==> config.mk <==
export PLATFORM = sky130hd
export DESIGN_NAME = gmm_mul
export DESIGN_NICKNAME = d
export VERILOG_FILES = /design/src/design/gmm_pkg.sv /design/src/design/gmm_mul.sv
export SDC_FILE = /design/constraint.sdc
export NUM_CORES = 2
export LEC_CHECK = 0
export BUFFER_PORTS_ARGS = -buffer_cell sky130_fd_sc_hd__buf_4
export CORE_AREA = 4 4 234 236
export CTS_CLUSTER_SIZE = 8
export DETAILED_ROUTE_END_ITERATION = 7
export DIE_AREA = 0 0 238 240
export PLACE_DENSITY = 0.74
export RECOVER_POWER = 25
export SLEW_MARGIN = 10
export SYNTH_ARGS = -nofsm -noshare
export SYNTH_HDL_FRONTEND = slang
export SYNTH_SLANG_ARGS = --single-unit
==> constraint.sdc <==
create_clock -name clk -period 8.55 [get_ports clk]
set_input_delay 0.4275 -clock clk [delete_from_list [all_inputs] [get_ports clk]]
set_output_delay 0.4275 -clock clk [all_outputs]
set_load 0.01 [all_outputs]
==> src/design/gmm_pkg.sv <==
package gmm_pkg;

  // Frame and mixture sizes
  localparam int PIXEL_COUNT = 262144;
  localparam int IDX_W       = 18;
  localparam int MAX_COMP    = 3;
  localparam int CNT_W       = 2;
  localparam int SLOT_W      = 2;
  localparam int ENTRY_W     = 64;
  localparam int ROW_W       = MAX_COMP * ENTRY_W;

  // Shared multiplier operand and product widths
  localparam int MUL_A_W = 32;
  localparam int MUL_B_W = 24;
  localparam int MUL_P_W = MUL_A_W + MUL_B_W;

  // Configuration port
  localparam int CFG_IDX_W  = 3;
  localparam int CFG_DATA_W = 24;

  localparam logic [CFG_IDX_W-1:0] CFG_LEARN_RATE       = 3'd0;
  localparam logic [CFG_IDX_W-1:0] CFG_MATCH_SIGMA      = 3'd1;
  localparam logic [CFG_IDX_W-1:0] CFG_MASK_THRESHOLD   = 3'd2;
  localparam logic [CFG_IDX_W-1:0] CFG_INITIAL_WEIGHT   = 3'd3;
  localparam logic [CFG_IDX_W-1:0] CFG_INITIAL_VARIANCE = 3'd4;

  localparam logic [15:0] RST_LEARN_RATE       = 16'd6554;
  localparam logic [11:0] RST_MATCH_SIGMA      = 12'd640;
  localparam logic [7:0]  RST_MASK_THRESHOLD   = 8'd20;
  localparam logic [15:0] RST_INITIAL_WEIGHT   = 16'd66;
  localparam logic [23:0] RST_INITIAL_VARIANCE = 24'd230400;

  localparam logic [7:0] MASK_BG = 8'd0;
  localparam logic [7:0] MASK_FG = 8'd255;

  typedef struct packed {
    logic [7:0]       pixel_value;
    logic [IDX_W-1:0] pixel_index;
  } pix_in_t;

  typedef struct packed {
    logic [7:0]       mask_value;
    logic [IDX_W-1:0] pixel_position;
  } pix_out_t;

  // Request from the sequencer to the pixel store
  typedef struct packed {
    logic             rd;
    logic             wr;
    logic [IDX_W-1:0] addr;
    logic [CNT_W-1:0] count;
  } st_req_t;

  typedef enum logic [26:0] {
    S_IDLE  = 27'h0000001,
    S_RD    = 27'h0000002,
    S_MD    = 27'h0000004,
    S_MV    = 27'h0000008,
    S_MT    = 27'h0000010,
    S_DW    = 27'h0000020,
    S_DW2   = 27'h0000040,
    S_UM1   = 27'h0000080,
    S_UM2   = 27'h0000100,
    S_UM3   = 27'h0000200,
    S_UV1   = 27'h0000400,
    S_UV2   = 27'h0000800,
    S_UV3   = 27'h0001000,
    S_UV4   = 27'h0002000,
    S_UW1   = 27'h0004000,
    S_UW2   = 27'h0008000,
    S_NEW   = 27'h0010000,
    S_SUM   = 27'h0020000,
    S_DIV   = 27'h0040000,
    S_DIVW  = 27'h0080000,
    S_R1    = 27'h0100000,
    S_R2    = 27'h0200000,
    S_R3    = 27'h0400000,
    S_R4    = 27'h0800000,
    S_R5    = 27'h1000000,
    S_WRITE = 27'h2000000,
    S_DONE  = 27'h4000000
  } state_t;

endpackage

==> src/design/gmm_mul.sv <==
module gmm_mul (
  input  logic                          clk,
  input  logic [gmm_pkg::MUL_A_W-1:0]   a,
  input  logic [gmm_pkg::MUL_B_W-1:0]   b,
  output logic [gmm_pkg::MUL_P_W-1:0]   p
);
  import gmm_pkg::*;

  // Register the product every cycle
  always_ff @(posedge clk) begin
    p <= MUL_P_W'(a) * MUL_P_W'(b);
  end

endmodule

==> metrics.txt <==
Unique masters post-synth=66; htree depth=2; met2 GRT Util=a little under half; overall die height=between 200 and 250 µm; clock tree from TritonCTS=done; number of sinks handled by clock tree synthesis=between 50 and 60; Fin. Hold Viols=0; residual antenna-violating net count after detailed routing=0; wire length of the first global-routing pass=112 mm; shortest clock period the worst path allows after layout=around 6.9 ns; number of cells upsized or downsized after cts=0; global-route track usage on met1=just under 30%; final count of negative-setup-slack endpoints=0; Site Rows=84; DP Wirelength=roughly 54 mm; endpoint class of the critical path=flip-flop; aggregate negative setup slack=0 ns; register name with the most flops=p; category of the worst setup path launch point=primary input; portion of the post-synthesis area used by sequential elements=under 10%; Clock Tree Root=sky130_fd_sc_hd__clkbuf_16; top flip-flop cell by instance count after synthesis=sky130_fd_sc_hd__dfxtp_1; Boundary Pins=about 110; RSZ-0062 raised after global routing=no; Post-Syn Area per Cell=roughly 8.9 µm²; slew at the pin with the worst max-slew slack=between 0.5 and 0.6 ns; final WL=68.0 mm; Largest register FFs=56; global routing's busiest layer=met2; maximum capacitance violations=0; vias post-DR=19400; outcome=finished, final reports clean; number of optimization iterations in the first detailed-route pass=5; Pins Over Slew Limit=0; met3 capacity usage during global routing=2.74%; number of enable-type register cells in the synthesized netlist=0; maximum number of pins on one net before global-route repair=33; die area=57100 µm²; commonest non-fill, non-tap cell in the layout=sky130_fd_sc_hd__inv_1; number of antenna violations at the first check in global routing=0; required time of the critical path=around 8.8 ns; peak fanout along the critical path=32; async set-reset flop share out of synthesis=0%; total routing usage reported by global routing=~25%; Warnings, synthesis=0; worst setup path start=b[3]; Starting DRT DRC Count=~1100; data arrival at the endpoint of the critical path=a little over 7 ns; worst relative slew slack=a little over three fifths; most frequent cells in the layout=727 x sky130_fd_sc_hd__inv_1, 658 x sky130_fd_sc_hd__fa_1, 424 x sky130_fd_sc_hd__nand2_1; maximum buffer depth of the clock tree=2; Final Wtd Congestion=~0.89; routed len/inst=~19 µm; critical path type=primary input to flip-flop; Gate Count Post-Synth=around 2900; via count of the first global-routing pass=21300; CTS buffer count=5; Port-buffer cells=roughly 110; fraction of final layout cells with drive strength greater than 1=about 3.9%; startpoint of the lowest-slack hold path=a[0]; Hold Path Class=primary input to flip-flop; die width=approximately 240 µm; vias per cell=5.40; layout overhead on the synthesized area=4.38%; leading registers by flop count=p x56; final net count=around 3800; number of inserted filler cells in the final layout=a little under 5000; last element of the critical path=p[55]; peak clock frequency supported by timing=roughly 150 MHz; area of the core=roughly 52000 µm²; global-route congestion overflow total=0; crit share post-route=about 80%; starting utilization of the core area=50.0%; post-CTS setup buffer count=0; number of register bits inferred by synthesis=56; hold buffers post-CTS=0; clock slew at the register clock pins of the worst setup and hold paths=~0.08 ns; DRC violations left=0; post-synthesis cell area=26200 µm²; syn_nets=3832
==> synth_stat cells (all sizes together), types with 20 or more instances <==
| library cell | count | area share, % |
|---|---|---|
| nand3 | 20 | 0.38 |
| nor2 | 32 | 0.46 |
| a21oi | 64 | 1.3 |
| nand2 | 425 | 6.1 |
| and2 | 393 | 9.4 |
| o21ai | 30 | 0.59 |
| xnor2 | 31 | 1.0 |
| fa | 658 | 50 |
| clkbuf | 148 | 2.1 |
| inv | 727 | 10 |
| ha | 182 | 8.7 |
| a21o | 21 | 0.61 |
| dfxtp | 56 | 4.3 |
==> worst min-delay path by stage <==
| stage | to | slack, ns | depth (start not counted) |
|---|---|---|---|
| after global routing | p[0] | 0.60 | 2 |
| after floorplan | p[0] | 0.55 | 1 |
| after CTS | p[0] | 0.59 | 2 |
| after global placement | p[18] | 0.82 | 1 |
| final | p[0] | 0.61 | 2 |
| after detailed placement | p[38] | 0.82 | 1 |
==> per-layer routing <==
layer,share of wire (%),up-vias
li1,-,8407
met1,37,10000
met2,53,736
met3,5.5,196
met4,4.5,0
met5,0,-
==> per-stage QoR <==
stage	utilization (%)	std cells	worst slack (ns)	area, µm²	hold slack, ns
global route	52.2	3587	1.33	27400	0.605
global placement	52.1	3579	1.48	27300	0.819
floorplan	-	2935	2.19	26200	0.555
detailed placement	52.1	3579	1.44	27300	0.821
finish	52.2	3588	1.67	27400	0.605
CTS	52.3	3587	1.77	27500	0.592
==> critical path, stage by stage <==
cell,delay (ns)
sky130_fd_sc_hd__buf_4,0.35
sky130_fd_sc_hd__nand2_1,0.15
sky130_fd_sc_hd__fa_1,0.55
sky130_fd_sc_hd__inv_1,0.05
sky130_fd_sc_hd__fa_1,0.48
sky130_fd_sc_hd__inv_1,0.06
sky130_fd_sc_hd__fa_1,0.50
sky130_fd_sc_hd__fa_1,0.52
sky130_fd_sc_hd__inv_1,0.06
sky130_fd_sc_hd__fa_1,0.49
sky130_fd_sc_hd__fa_1,0.49
sky130_fd_sc_hd__inv_1,0.05
sky130_fd_sc_hd__fa_1,0.47
sky130_fd_sc_hd__inv_1,0.04
sky130_fd_sc_hd__ha_1,0.43
sky130_fd_sc_hd__a21oi_1,0.15
sky130_fd_sc_hd__o211ai_1,0.23
sky130_fd_sc_hd__a221oi_1,0.14
sky130_fd_sc_hd__nor3_1,0.46
sky130_fd_sc_hd__o31ai_2,0.27
sky130_fd_sc_hd__a21oi_1,0.29
sky130_fd_sc_hd__o21ai_0,0.13
sky130_fd_sc_hd__a221oi_1,0.27
==> final cells by class <==
cell class	count	area (µm²)	share of cell area (%)
Multi-Input combinational cell	1996	21800	79.5
Inverter	727	2730	9.98
Sequential cell	56	1120	4.10
Tap cell	688	861	3.15
Timing Repair Buffer	112	743	2.72
Clock buffer	6	129	0.471
Clock inverter	2	17.5	0.0640
Antenna cell	1	2.50	0.00915
==> kinds of logic (layout without fill, tap and decap cells) <==
group,after synthesis,count (layout),share of synthesized area (%)
AOI/OAI and AO/OA,194,194,5.01
xor gates and xnor gates,47,47,1.57
adders and majority gates,840,840,59.0
buffers and inverters,883,847,12.7
DFF,56,56,4.28
other,0,1,0
and+or+nand+nor,915,915,17.5
Power is not shown: default switching activity piles up to over one toggle a cycle in this logic, so the estimate is an artifact.
