<file path="src/design/gmm_pkg.sv">
package gmm_pkg;

  // Frame and mixture sizes
  localparam int PIXEL_COUNT = 262144;
  localparam int IDX_W       = 18;
  localparam int MAX_COMP    = 3;
  localparam int CNT_W       = 2;
  localparam int SLOT_W      = 2;
  localparam int ENTRY_W     = 64;
  localparam int ROW_W       = MAX_COMP * ENTRY_W;

  // Shared multiplier operand and product widths
  localparam int MUL_A_W = 32;
  localparam int MUL_B_W = 24;
  localparam int MUL_P_W = MUL_A_W + MUL_B_W;

  // Configuration port
  localparam int CFG_IDX_W  = 3;
  localparam int CFG_DATA_W = 24;

  localparam logic [CFG_IDX_W-1:0] CFG_LEARN_RATE       = 3'd0;
  localparam logic [CFG_IDX_W-1:0] CFG_MATCH_SIGMA      = 3'd1;
  localparam logic [CFG_IDX_W-1:0] CFG_MASK_THRESHOLD   = 3'd2;
  localparam logic [CFG_IDX_W-1:0] CFG_INITIAL_WEIGHT   = 3'd3;
  localparam logic [CFG_IDX_W-1:0] CFG_INITIAL_VARIANCE = 3'd4;

  localparam logic [15:0] RST_LEARN_RATE       = 16'd6554;
  localparam logic [11:0] RST_MATCH_SIGMA      = 12'd640;
  localparam logic [7:0]  RST_MASK_THRESHOLD   = 8'd20;
  localparam logic [15:0] RST_INITIAL_WEIGHT   = 16'd66;
  localparam logic [23:0] RST_INITIAL_VARIANCE = 24'd230400;

  localparam logic [7:0] MASK_BG = 8'd0;
  localparam logic [7:0] MASK_FG = 8'd255;

  typedef struct packed {
    logic [7:0]       pixel_value;
    logic [IDX_W-1:0] pixel_index;
  } pix_in_t;

  typedef struct packed {
    logic [7:0]       mask_value;
    logic [IDX_W-1:0] pixel_position;
  } pix_out_t;

  // Request from the sequencer to the pixel store
  typedef struct packed {
    logic             rd;
    logic             wr;
    logic [IDX_W-1:0] addr;
    logic [CNT_W-1:0] count;
  } st_req_t;

  typedef enum logic [26:0] {
    S_IDLE  = 27'h0000001,
    S_RD    = 27'h0000002,
    S_MD    = 27'h0000004,
    S_MV    = 27'h0000008,
    S_MT    = 27'h0000010,
    S_DW    = 27'h0000020,
    S_DW2   = 27'h0000040,
    S_UM1   = 27'h0000080,
    S_UM2   = 27'h0000100,
    S_UM3   = 27'h0000200,
    S_UV1   = 27'h0000400,
    S_UV2   = 27'h0000800,
    S_UV3   = 27'h0001000,
    S_UV4   = 27'h0002000,
    S_UW1   = 27'h0004000,
    S_UW2   = 27'h0008000,
    S_NEW   = 27'h0010000,
    S_SUM   = 27'h0020000,
    S_DIV   = 27'h0040000,
    S_DIVW  = 27'h0080000,
    S_R1    = 27'h0100000,
    S_R2    = 27'h0200000,
    S_R3    = 27'h0400000,
    S_R4    = 27'h0800000,
    S_R5    = 27'h1000000,
    S_WRITE = 27'h2000000,
    S_DONE  = 27'h4000000
  } state_t;

endpackage

</file>
<file path="src/design/gmm_div.sv">
module gmm_div (
  input  logic        clk,
  input  logic        rst,
  input  logic        start,
  input  logic [15:0] dividend,
  input  logic [17:0] divisor,
  output logic        done,
  output logic [16:0] quot
);
  import gmm_pkg::*;

  logic        run;
  logic [4:0]  cnt;
  logic [18:0] rem;
  logic        ge;
  logic [18:0] rem_sub;

  // One quotient bit per cycle; dividend never exceeds divisor
  assign ge      = rem >= {1'b0, divisor};
  assign rem_sub = ge ? rem - {1'b0, divisor} : rem;

  always_ff @(posedge clk) begin
    if (rst) begin
      run  <= 1'b0;
      done <= 1'b0;
      cnt  <= '0;
    end else begin
      done <= 1'b0;
      if (start) begin
        run <= 1'b1;
        cnt <= 5'd17;
      end else if (run) begin
        cnt <= cnt - 5'd1;
        if (cnt == 5'd1) begin
          run  <= 1'b0;
          done <= 1'b1;
        end
      end
    end
  end

  always_ff @(posedge clk) begin
    if (start) begin
      rem  <= {3'b000, dividend};
      quot <= '0;
    end else if (run) begin
      quot <= {quot[15:0], ge};
      rem  <= {rem_sub[17:0], 1'b0};
    end
  end

endmodule

</file>
<file path="config.mk">
export PLATFORM = sky130hd
export DESIGN_NAME = gmm_div
export DESIGN_NICKNAME = d
export VERILOG_FILES = /design/src/design/gmm_pkg.sv /design/src/design/gmm_div.sv
export SDC_FILE = /design/constraint.sdc
export NUM_CORES = 1
export LEC_CHECK = 0
export ABC_AREA = 1
export BUFFER_PORTS_ARGS = -buffer_cell sky130_fd_sc_hd__buf_4
export CAP_MARGIN = 40
export CORE_UTILIZATION = 35
export CTS_BUF_LIST = sky130_fd_sc_hd__clkbuf_4 sky130_fd_sc_hd__clkbuf_8
export DETAILED_ROUTE_END_ITERATION = 8
export SYNTH_ARGS = -nofsm -noshare
export SYNTH_HDL_FRONTEND = slang
export SYNTH_SLANG_ARGS = --single-unit
</file>
<file path="constraint.sdc">
create_clock -name clk -period 2.25 [get_ports clk]
set_input_delay 0.225 -clock clk [delete_from_list [all_inputs] [get_ports clk]]
set_output_delay 0.225 -clock clk [all_outputs]
set_load 0.03 [all_outputs]
</file>
==> out/results.ini <==
[run_status]
status = finished clean

[drt]
routed.top_layer = met4
dr.pass1.iters = 4
viasPerCell = 4.67
drt_iter0_markers = 87
wl_met3_um = 355
final_antenna_net_count = 0
dr_wl_met2_mm = 3.61
wl_met1_mm = 3.68
drc_errors = 0
routed_wl_mm = 7.73
routedWlPerCell_um = 12.1
vias = 2985

[run]
cap_violations = 0

[synthesis]
yosys-top-cells-area = dfxtp_1 (17%), nand2_1 (17%), edfxtp_1 (15%)
synth_area_um2 = 3120
yosysSeqAreaShare_pct = 32.8
syn_inst = 462
ys_ff_latch = 43
synth.distinct_cells = 35
post_synth.cell_area_avg_um2 = 6.75
yosys_warnings = 0
synth_top_area_cell = dfxtp_1
syn_nets = 520
yosysTopAreaCellShare_pct = 17.3

[placed_design]
portBuffers = 54
dp.cells = 627
place_hpwl_mm = 5.82
post-place-ws_ns = -0.00802
gp_congestion = 0.882

[timing]
report.final.hold_viol_count = 0
fin_tns_setup_ns = 0
fin_crit_sh_pct = 94.5
skew_ns = 0.00684
max_freq_mhz = 470
finalCriticalPeriod_ns = 2.13
setup_viol = 0
drv_slew = 0
tightest_slew_ns = 0.463
slew_headroom_pct = 69.1
fin_ws_ns = 0.123

[critical_path]
cp-start-kind = flop
critPathMaxFanout = 17
endpoint_kind = flop
crit_type = flop to flop
worstPathArrival_ns = 2.20
crit_required_ns = 2.33

[cts]
numCtsBuffers = 5
cts_tree = built
cts.path.max_buffers = 2
cts.clk_slew.worst_paths_ns = 0.10
cts.sinks = 43
insertion_delay_ns = 0.31
cts-htree-levels = 2
root_buffer = clkbuf_8

[finish]
fill_cells = 935
finalNonFillerCells = 639
layout-drive-gt1-share_pct = 20.3
area_delta_synth_final_pct = 25.7
final_nets = 588
antennaDiodeCount = 0

[floorplanning]
num_io_pins = 55
initial_core_util_pct = 35.9
fp.dieW_um = 96.4
die-area_um2 = 9290
rows = 34
core_um2 = 8680
dieHeight_um = 96.4

[pwr]
p_per_area_nw_per_um2 = 716
p_leak_nw = 1.99
ir_worst_vdd_mv = 0.324

[global_route]
grt_pass1_wl_mm = 12.5
grt_max_degree = 24
grt_pass1_vias = 2883
track_usage_pct = 17.2
antenna_found_initial = 0
grt_overflow = 0

[worst_hold_path]
hp-class = input port to flop

==> flip-flops by register name (all words and copies together) (netlist names) <==
signal / flops
rem: 19
quot: 17
cnt: 5
done: 1
run: 1
==> stage by stage <==
| step | cell area, um^2 | total power, mW | hold WS, ns | util (%) |
|---|---|---|---|---|
| CTS | 3820 | 2.76 | 0.0729 | 44.0 |
| global route | 3920 | 3.02 | 0.0779 | 45.2 |
| global placement | 3700 | 2.07 | 0.409 | 42.6 |
| detailed placement | 3700 | 2.08 | 0.413 | 42.6 |
| finish | 3920 | 2.81 | 0.0885 | 45.2 |
| floorplan | 3120 | 1.78 | 0.294 | - |
==> cells by family (layout without fill, tap and decap cells) <==
kind of cell,after synthesis,count (layout),synth area share [%]
adder cells (fa/ha/maj),21,21,8.67
buffers and inverters,102,170,13.2
AND/OR/NAND/NOR,241,242,34.0
flip-flops,43,43,32.8
XOR/XNOR,9,9,2.53
AO/OA/AOI/OAI,46,46,8.87
==> path summary, 6_finish.rpt <==
kind                               from  endpoint  slack [ns]  cells past startpoint
worst max-delay path            rem[15]    rem[5]        0.12                     10
worst min register to register  rem[17]   rem[17]        0.47                      2
worst max register to register  rem[15]    rem[5]        0.12                     10
worst min-delay path                rst    cnt[4]        0.09                      2
==> per-layer routing <==
| metal | vias to the layer above | GRT usage [%] |
|---|---|---|
| met4 | 0 | 4.17 |
| met1 | 1339 | 21.1 |
| li1 | 1589 | - |
| met5 | - | 0 |
| met3 | 8 | 3.95 |
| met2 | 49 | 30.1 |
==> synthesized netlist by cell type <==
cell	instances
o211ai_1	1
fa_1	1
ha_1	20
xnor2_1	6
nor3b_1	1
nand2_1	142
nand4_4	1
nand3_1	33
edfxtp_1	16
clkinv_1	4
xor2_1	3
o22ai_1	15
buf_2	1
dfxtp_1	27
nor2_2	2
nor3_1	5
o21ai_1	5
nor2_1	33
o21bai_1	4
clkbuf_1	4
a31oi_1	1
inv_1	87
and3_1	1
buf_4	1
nand3b_1	13
inv_2	2
nand4_1	1
a211oi_1	1
o21ai_0	5
o21ai_2	2
nor2_4	1
a21oi_2	1
nand2_2	8
a21oi_1	11
buf_6	3
==> report_power, final <==
group / switching, mW / leakage (nW) / internal (mW) / total, mW
logic: 0.700 / 1.55 / 0.505 / 1.20
clock network: 0.326 / 0.0587 / 0.338 / 0.663
registers: 0.0449 / 0.382 / 0.894 / 0.939
total: 1.07 / 1.99 / 1.74 / 2.81
==> area by class of cell <==
type | count | area, um^2 | share of cell area [%]
multi-input combinational | 318 | 1770 | 45.1
sequential | 43 | 1020 | 26.1
timing repair buffer | 69 | 531 | 13.5
inverter | 93 | 349 | 8.91
tap | 108 | 135 | 3.45
clock buffer | 5 | 68.8 | 1.76
clock inverter | 3 | 47.5 | 1.21
==> timing repair <==
item                                    CTS  global route
pin swaps                                 0             3
buffers inserted                          0             3
resized for setup                         1            15
endpoints found under the setup margin    1            13
hold buffers                              0             0
gates cloned                              0             1
==> worst max-delay path, cell delays in order, from the launching register on <==
cell,delay (ns)
edfxtp_1,0.41
ha_1,0.35
nand2_1,0.13
inv_1,0.05
nand2_1,0.08
inv_1,0.13
a21oi_2,0.23
nand4_4,0.14
buf_12,0.17
nor2_1,0.12
o21ai_2,0.07
==> cell usage in the layout, fill, tap and decap left out, types with 3 or more instances in the layout <==
master,n
a21oi_1,9
buf_4,68
o21ai_2,3
o22ai_1,15
a21oi_2,3
dfxtp_1,27
o21ai_1,4
inv_1,87
o21bai_1,3
xnor2_1,6
xor2_1,3
nand3_1,33
nor2_1,31
nand3b_1,13
o21ai_0,5
nor2_2,4
clkbuf_8,5
nand2_1,140
nand2_2,9
nor3_1,5
clkinv_1,4
edfxtp_1,16
ha_1,16
No activity file was read; power rests on OpenSTA's default activity.
